`src/rtl/lg_pkg.sv`:
```
package lg_pkg;

    // fixed field widths
    localparam int LG_ROW_W = 64;
    localparam int LG_CNT_W = 7;

    // result queue sizing
    localparam int LG_FIFO_DEPTH = 4;
    localparam int LG_PTR_W      = $clog2(LG_FIFO_DEPTH);
    localparam int LG_OCC_W      = $clog2(LG_FIFO_DEPTH + 1);

    // input beat
    typedef struct packed {
        logic [LG_ROW_W-1:0] row_cells;
        logic                last_row;
    } lg_in_t;

    // result beat
    typedef struct packed {
        logic [LG_ROW_W-1:0] next_cells;
        logic                board_done;
    } lg_out_t;

    // bits one column hands to its neighbors
    typedef struct packed {
        logic upper;
        logic middle;
        logic row;
    } lg_col_t;

endpackage

```
`src/rtl/lg_cell.sv`:
```
module lg_cell
    import lg_pkg::*;
(
    input  logic    clk,
    input  logic    rst_n,
    input  logic    shift,
    input  logic    clear,
    input  logic    live,
    input  logic    row_bit,
    input  lg_col_t left_nbr,
    input  lg_col_t right_nbr,
    output lg_col_t own,
    output logic    res_mid,
    output logic    res_new
);

    logic upper_reg;
    logic upper_next;
    logic middle_reg;
    logic middle_next;
    logic row_in;

    // b3/s23 rule on a 3x3 window, bit 1 of here is the cell itself
    function automatic logic life_rule(input logic [2:0] above,
                                       input logic [2:0] here,
                                       input logic [2:0] below);
        logic [3:0] n;
        n = 4'(above[0]) + 4'(above[1]) + 4'(above[2])
          + 4'(here[0]) + 4'(here[2])
          + 4'(below[0]) + 4'(below[1]) + 4'(below[2]);
        return (n == 4'd3) || (here[1] && (n == 4'd2));
    endfunction

    // incoming bit, dead beyond the column limit
    assign row_in = row_bit & live;

    assign own.upper  = upper_reg;
    assign own.middle = middle_reg;
    assign own.row    = row_in;

    // pending row against the new row below it
    assign res_mid = live & life_rule({right_nbr.upper,  upper_reg,  left_nbr.upper},
                                      {right_nbr.middle, middle_reg, left_nbr.middle},
                                      {right_nbr.row,    row_in,     left_nbr.row});

    // new row as the bottom row, dead below
    assign res_new = live & life_rule({right_nbr.middle, middle_reg, left_nbr.middle},
                                      {right_nbr.row,    row_in,     left_nbr.row},
                                      3'b000);

    // row history update
    always_comb
    begin
        upper_next  = upper_reg;
        middle_next = middle_reg;
        if (clear)
        begin
            upper_next  = 1'b0;
            middle_next = 1'b0;
        end
        else if (shift)
        begin
            upper_next  = middle_reg;
            middle_next = row_in;
        end
    end

    always_ff @(posedge clk or negedge rst_n)
    begin
        if (!rst_n)
        begin
            upper_reg  <= 1'b0;
            middle_reg <= 1'b0;
        end
        else
        begin
            upper_reg  <= upper_next;
            middle_reg <= middle_next;
        end
    end

endmodule

```
`src/rtl/lg_out_fifo.sv`:
```
module lg_out_fifo
    import lg_pkg::*;
(
    input  logic    clk,
    input  logic    rst_n,
    input  logic [1:0] push_cnt,
    input  lg_out_t push_data0,
    input  lg_out_t push_data1,
    output logic    no_room,
    output logic    out_valid,
    input  logic    out_stall,
    output lg_out_t out_data
);

    lg_out_t             entry_reg [LG_FIFO_DEPTH];
    logic [LG_PTR_W-1:0] wr_ptr_reg;
    logic [LG_PTR_W-1:0] wr_ptr_next;
    logic [LG_PTR_W-1:0] rd_ptr_reg;
    logic [LG_PTR_W-1:0] rd_ptr_next;
    logic [LG_OCC_W-1:0] count_reg;
    logic [LG_OCC_W-1:0] count_next;
    logic                pop;

    // head beat and room for a two-result beat
    assign out_valid = (count_reg != '0);
    assign out_data  = entry_reg[rd_ptr_reg];
    assign pop       = out_valid & ~out_stall;
    assign no_room   = (count_reg > LG_OCC_W'(LG_FIFO_DEPTH - 2));

    // pointer and fill update
    always_comb
    begin
        wr_ptr_next = wr_ptr_reg + LG_PTR_W'(push_cnt);
        rd_ptr_next = rd_ptr_reg + LG_PTR_W'(pop);
        count_next  = count_reg + LG_OCC_W'(push_cnt) - LG_OCC_W'(pop);
    end

    always_ff @(posedge clk or negedge rst_n)
    begin
        if (!rst_n)
        begin
            wr_ptr_reg <= '0;
            rd_ptr_reg <= '0;
            count_reg  <= '0;
        end
        else
        begin
            wr_ptr_reg <= wr_ptr_next;
            rd_ptr_reg <= rd_ptr_next;
            count_reg  <= count_next;
        end
    end

    // entry storage, up to two writes per cycle
    always_ff @(posedge clk)
    begin
        if (push_cnt != 2'd0)
        begin
            entry_reg[wr_ptr_reg] <= push_data0;
        end
        if (push_cnt == 2'd2)
        begin
            entry_reg[wr_ptr_reg + LG_PTR_W'(1)] <= push_data1;
        end
    end

endmodule

```
`src/rtl/life_generation_row_engine.sv`:
```
// One Game of Life generation (birth on 3, survival on 2 or 3) over a board
// whose outside is dead, streamed one row of up to 64 cells per input beat.
// A row of MAX_COLS column cells holds the two rows before the newest one;
// each cell trades its bits with its neighbors and applies the rule for its
// own column. A row's next state is queued when the row below it arrives, so
// the first row gives no result, each later row gives one, and a beat with
// last_row set then also gives the bottom row, with board_done, and leaves the
// block empty for the next board. An input beat is taken every cycle while
// in_stall is low; a four-entry result queue decouples the sides, and in_stall
// rises while fewer than two entries are free. With the output side always
// ready the queue never holds more than two results, whatever the board
// length, so only a stalled output side reduces the input rate. Columns at or
// beyond col_count (or MAX_COLS) are dead and read as 0. cfg_ready is always
// high; write col_count only while no results are pending.
module life_generation_row_engine
    import lg_pkg::*;
#(
    parameter int MAX_COLS = 64
)
(
    input  logic                clk,
    input  logic                rst_n,
    input  logic                in_valid,
    output logic                in_stall,
    input  lg_in_t              in_data,
    output logic                out_valid,
    input  logic                out_stall,
    output lg_out_t             out_data,
    input  logic                cfg_valid,
    output logic                cfg_ready,
    input  logic [LG_CNT_W-1:0] cfg_data
);

    logic [LG_CNT_W-1:0] col_count_reg;
    logic                pending_reg;
    logic                pending_next;
    logic                accept;
    logic                last;
    logic                shift;
    logic                clear;
    logic                no_room;
    logic [1:0]          push_cnt;
    lg_out_t             push_data0;
    lg_out_t             push_data1;
    logic [LG_ROW_W-1:0] res_mid_bits;
    logic [LG_ROW_W-1:0] res_new_bits;
    lg_col_t             col_bits [MAX_COLS];

    // column limit register
    assign cfg_ready = 1'b1;

    always_ff @(posedge clk or negedge rst_n)
    begin
        if (!rst_n)
        begin
            col_count_reg <= LG_CNT_W'(64);
        end
        else if (cfg_valid)
        begin
            col_count_reg <= cfg_data;
        end
    end

    // input handshake and row control
    assign in_stall = no_room;
    assign accept   = in_valid & ~no_room;
    assign last     = in_data.last_row;
    assign shift    = accept & ~last;
    assign clear    = accept & last;

    always_comb
    begin
        pending_next = pending_reg;
        if (accept)
        begin
            pending_next = ~last;
        end
    end

    always_ff @(posedge clk or negedge rst_n)
    begin
        if (!rst_n)
        begin
            pending_reg <= 1'b0;
        end
        else
        begin
            pending_reg <= pending_next;
        end
    end

    // chain of column cells
    for (genvar c = 0; c < MAX_COLS; c++)
    begin : g_col
        lg_col_t left_nbr;
        lg_col_t right_nbr;
        logic    live;

        if (c == 0)
        begin : g_left_edge
            assign left_nbr = '0;
        end
        else
        begin : g_left
            assign left_nbr = col_bits[c-1];
        end

        if (c == MAX_COLS - 1)
        begin : g_right_edge
            assign right_nbr = '0;
        end
        else
        begin : g_right
            assign right_nbr = col_bits[c+1];
        end

        assign live = (col_count_reg > LG_CNT_W'(c));

        lg_cell u_cell (
            .clk       (clk),
            .rst_n     (rst_n),
            .shift     (shift),
            .clear     (clear),
            .live      (live),
            .row_bit   (in_data.row_cells[c]),
            .left_nbr  (left_nbr),
            .right_nbr (right_nbr),
            .own       (col_bits[c]),
            .res_mid   (res_mid_bits[c]),
            .res_new   (res_new_bits[c])
        );
    end

    // columns past the cell row are dead
    for (genvar c = MAX_COLS; c < LG_ROW_W; c++)
    begin : g_dead
        assign res_mid_bits[c] = 1'b0;
        assign res_new_bits[c] = 1'b0;
    end

    // results queued by this beat
    always_comb
    begin
        push_cnt              = 2'd0;
        push_data0.next_cells = res_new_bits;
        push_data0.board_done = 1'b1;
        push_data1.next_cells = res_new_bits;
        push_data1.board_done = 1'b1;
        if (accept)
        begin
            if (pending_reg)
            begin
                push_data0.next_cells = res_mid_bits;
                push_data0.board_done = 1'b0;
                push_cnt              = last ? 2'd2 : 2'd1;
            end
            else
            begin
                push_cnt = last ? 2'd1 : 2'd0;
            end
        end
    end

    lg_out_fifo u_out_fifo (
        .clk        (clk),
        .rst_n      (rst_n),
        .push_cnt   (push_cnt),
        .push_data0 (push_data0),
        .push_data1 (push_data1),
        .no_room    (no_room),
        .out_valid  (out_valid),
        .out_stall  (out_stall),
        .out_data   (out_data)
    );

endmodule

```
`config.mk`:
```
export PLATFORM = sky130hd
export DESIGN_NAME = life_generation_row_engine
export DESIGN_NICKNAME = d
export VERILOG_FILES = /design/src/rtl/lg_pkg.sv /design/src/rtl/lg_cell.sv /design/src/rtl/lg_out_fifo.sv /design/src/rtl/life_generation_row_engine.sv
export SDC_FILE = /design/constraint.sdc
export NUM_CORES = 2
export LEC_CHECK = 0
export ABC_AREA = 1
export BUFFER_PORTS_ARGS = -buffer_cell sky130_fd_sc_hd__clkbuf_2
export CAP_MARGIN = 20
export CORE_MARGIN = 2
export CORE_UTILIZATION = 44
export CTS_CLUSTER_SIZE = 14
export DETAILED_ROUTE_END_ITERATION = 12
export MAX_ROUTING_LAYER = met4
export PLACE_DENSITY_LB_ADDON = 0.3
export SLEW_MARGIN = 40
export SYNTH_ARGS = -nofsm -noshare
export SYNTH_HDL_FRONTEND = slang
export SYNTH_SLANG_ARGS = --single-unit
```
`constraint.sdc`:
```
create_clock -name clk -period 4.2 [get_ports clk]
set_clock_uncertainty 0.05 [all_clocks]
set_input_delay 0 -clock clk [delete_from_list [all_inputs] [get_ports clk]]
set_output_delay 0 -clock clk [all_outputs]
set_load 0.02 [all_outputs]
```
==> flow_summary.toml <==
[timing]
fin_crit_sh_pct = 99.06
report.final.slew_viol_count = 0
max_slew.worst_pin.slew_ns = 0.8329
hold_viol_final = 0
rsz0062_at_grt = "yes"
slew_headroom_pct = 44.39
period_minus_slack_ns = 4.160
final-setup-viol-count = 0
max_freq_mhz = 240.4

[clock_tree]
clkTransAtPathRegs_ns = 0.07
clockBufferDepth = 3
clock-root-buffer = "clkbuf_16"
clk_latency_ns = 0.61
cts_tree = "built"
htree_levels = 2
cts_sinks = 403
cts_buffers = 50

[critical_path]
worst-r2r-cell-count = 17
crit_fanout = 5
reg2reg_slack_ns = 0.04
critPathCaptureType = "flip-flop"
critPathKind = "reg2reg"
worstPathArrival_ns = 4.59
r2r_end = "u_out_fifo.entry_reg[3][58]$_DFFE_PP_"
crit_required_ns = 4.63
cp-start-kind = "flip-flop"
r2r-start = "col_count_reg[5]$_DFFE_PN0P_"

[synthesis]
synth_flop_cell = "edfxtp_1"
synth_area_um2 = 36840
avgSynthCellArea_um2 = 8.624
seq_area_frac_synth_pct = 30.80
synth_nets = 5052
ys_async_sr_fraction_pct = 35.48
yosys_warnings = 0
synth_edf_count = 256
synth.distinct_cells = 52
syn_inst = 4272
ys_ff_latch = 403

[global_routing]
grt_pass1_vias = 30850
grt_start_max_net_pins = 132
grt_usage_pct = 26.27
grt_overflow = 0
antenna_found_initial = 1
grt_pass1_wl_mm = 171.0

[power_and_ir_drop]
power_leakage_nw = 22.04
power.density_nw_per_um2 = 769.3
p_total_mw = 33.92
worst_ir_drop_vdd_uv = 870.8

[final_layout]
finish.utilization_pct = 52.94
drive_gt1_share_pct = 16.16
area_growth_syn_to_layout_pct = 19.69
nets = 5449
largest_reg_flops = 260
design_area_um2 = 44090

[floorplanning]
row_count = 106
ios = 145
die_w_um = 293.4
die-area_um2 = 86060
die_y_um = 293.4
initial_core_util_pct = 44.23
core_area_um2 = 83290

[detailed_routing]
firstDrtPassIters = 6
drc = 0
drt_iter0_drc = 2391
wl_per_cell_um = 18.83
via_per_inst = 5.296
ant_nets = 0
vias = 30670
routed_wl_mm = 109.0

[worst_hold_path]
hold_end = "g_col[47].u_cell.middle_reg$_DFFE_PN0P_"
hold_depth = 7
min_from = "in_data[48]"
hp-class = "in2reg"

[place]
place_congestion = 0.9073
placed_area_um2 = 40120
hpwl_mm = 77.08
portBuffers = 143

[job]
drv_cap = 0

[outcome]
status = "complete, no violations"
==> synthesized netlist by cell type (4+ instances only) <==
cell,n,area (um2)
nand2_1,935,3510
inv_1,873,3277
fa_1,379,7587
ha_1,324,4054
nor2_1,321,1205
edfxtp_1,256,7687
nand3_1,229,1146
o21ai_0,226,1131
o22ai_1,191,1195
dfrtp_1,142,3553
clkbuf_1,69,259.0
buf_2,54,270.3
a21oi_1,34,170.2
o211ai_1,27,202.7
nor3_1,21,105.1
o2111ai_1,15,131.4
nor3b_1,14,105.1
a211oi_1,13,97.59
nand4_1,13,81.33
inv_2,12,45.04
nand3b_1,11,82.58
nand2_2,10,62.56
o21ai_2,10,87.58
and2_1,9,56.30
buf_1,8,30.03
o21bai_1,8,60.06
a31oi_1,7,43.79
nor2_4,7,78.83
a21oi_2,5,43.79
xor2_1,5,43.79
buf_6,4,45.04
dfxtp_1,4,80.08
o21ai_1,4,20.02
==> layer usage <==
metal	vias up	track usage (%)	part of all wire (%)
met4	0	8.089	3.0
met3	180	3.517	7.4
met2	1121	43.42	48
met1	14940	33.67	41
met5	-	-	0
li1	14430	-	-
==> layout by cell type (no fill, tap or decap), drive strengths merged, types with 3 or more instances in the layout <==
| cell | Yosys | layout |
|---|---|---|
| o21bai | 8 | 8 |
| a211oi | 13 | 13 |
| nand3 | 231 | 231 |
| a21boi | 3 | 3 |
| inv | 885 | 884 |
| bufinv | 0 | 12 |
| a31oi | 7 | 7 |
| dlygate4sd3 | 0 | 90 |
| dfxtp | 4 | 4 |
| nand3b | 11 | 11 |
| o2111ai | 15 | 15 |
| clkbuf | 69 | 196 |
| o211ai | 28 | 28 |
| a21o | 3 | 3 |
| nor3b | 14 | 14 |
| or2 | 4 | 4 |
| dfrtp | 142 | 142 |
| nor2 | 331 | 331 |
| a21oi | 40 | 40 |
| o22ai | 191 | 191 |
| clkinv | 1 | 19 |
| xor2 | 5 | 5 |
| nand4 | 13 | 13 |
| and2 | 10 | 10 |
| nor3 | 22 | 22 |
| o21ai | 241 | 241 |
| xnor2 | 3 | 3 |
| fa | 379 | 379 |
| nand2 | 947 | 947 |
| ha | 324 | 324 |
| clkinvlp | 0 | 9 |
| edfxtp | 256 | 256 |
| buf | 69 | 251 |
==> power breakdown <==
group | internal, mW | switching [mW] | total [mW]
registers | 5.17 | 0.788 | 5.96
clock network | 2.95 | 1.91 | 4.86
logic | 8.78 | 14.3 | 23.1
total | 16.9 | 17.0 | 33.9
==> worst max-delay path, cell delays in order (launching register included) <==
cell and delay, ns:
dfrtp_1 0.43, inv_2 0.11, nor2_4 0.21, nand2_2 0.12, buf_6 0.14, o21ai_4 0.24, nand2_4 0.11, fa_1 0.47
fa_1 0.50, fa_2 0.39, fa_1 0.49, a21oi_2 0.15, o21ai_1 0.08, nor2_1 0.13, nand3_1 0.12, nand2_2 0.13
nand2_1 0.06, nand2_1 0.07
==> cell type report <==
class	instances	area, um2
Antenna cell	1	2.502
Clock buffer	54	1287
Clock inverter	38	509.2
Fill cell	7541	39200
Inverter	886	3354
Multi-Input combinational cell	2845	22440
Sequential cell	403	11360
Tap cell	1080	1351
Timing Repair Buffer	483	3791
==> metrics by stage <==
| step | hold WS (ns) | TNS (ns) | worst slack (ns) | cells |
|---|---|---|---|---|
| after global routing | 0.07961 | -2.013 | -0.1029 | 5790 |
| final | 0.006428 | 0 | 0.03968 | 5790 |
| after floorplan | -0.3456 | 0 | 0.2981 | 4272 |
| after global placement | 0.05641 | -4.505 | -0.2473 | 5568 |
| after CTS | 0.002313 | -0.8702 | -0.1225 | 5757 |
| after detailed placement | -0.03051 | -7.385 | -0.3263 | 5568 |
==> logic make-up after synthesis <==
kind of cell	share of synthesized area [%]
fa+ha+maj	31.60
simple gates	17.76
flops	30.80
other cells	0.01018
buf+inv	10.73
compound gates	8.912
xor+xnor	0.1902
==> how the worst max path moves through the flow <==
stage,startpoint,to,slack [ns],cells after the start
finish,col_count_reg[5]$_DFFE_PN0P_,u_out_fifo.entry_reg[3][58]$_DFFE_PP_,0.04,17
detailed placement,col_count_reg[4]$_DFFE_PN0P_,u_out_fifo.entry_reg[3][37]$_DFFE_PP_,-0.33,17
global placement,col_count_reg[4]$_DFFE_PN0P_,u_out_fifo.entry_reg[0][37]$_DFFE_PP_,-0.25,17
global route,col_count_reg[5]$_DFFE_PN0P_,u_out_fifo.entry_reg[3][58]$_DFFE_PP_,-0.10,17
floorplan,col_count_reg[6]$_DFFE_PN1P_,u_out_fifo.entry_reg[3][48]$_DFFE_PP_,0.30,15
CTS,col_count_reg[4]$_DFFE_PN0P_,u_out_fifo.entry_reg[3][37]$_DFFE_PP_,-0.12,17
==> repair_timing <==
item,CTS,global route
pin swaps,4,99
buffers inserted,8,31
hold buffers,89,1
resized for setup,47,264
endpoints found under the hold margin,277,1
setup endpoints to repair,136,244
No activity file was read; power rests on OpenSTA's default activity.
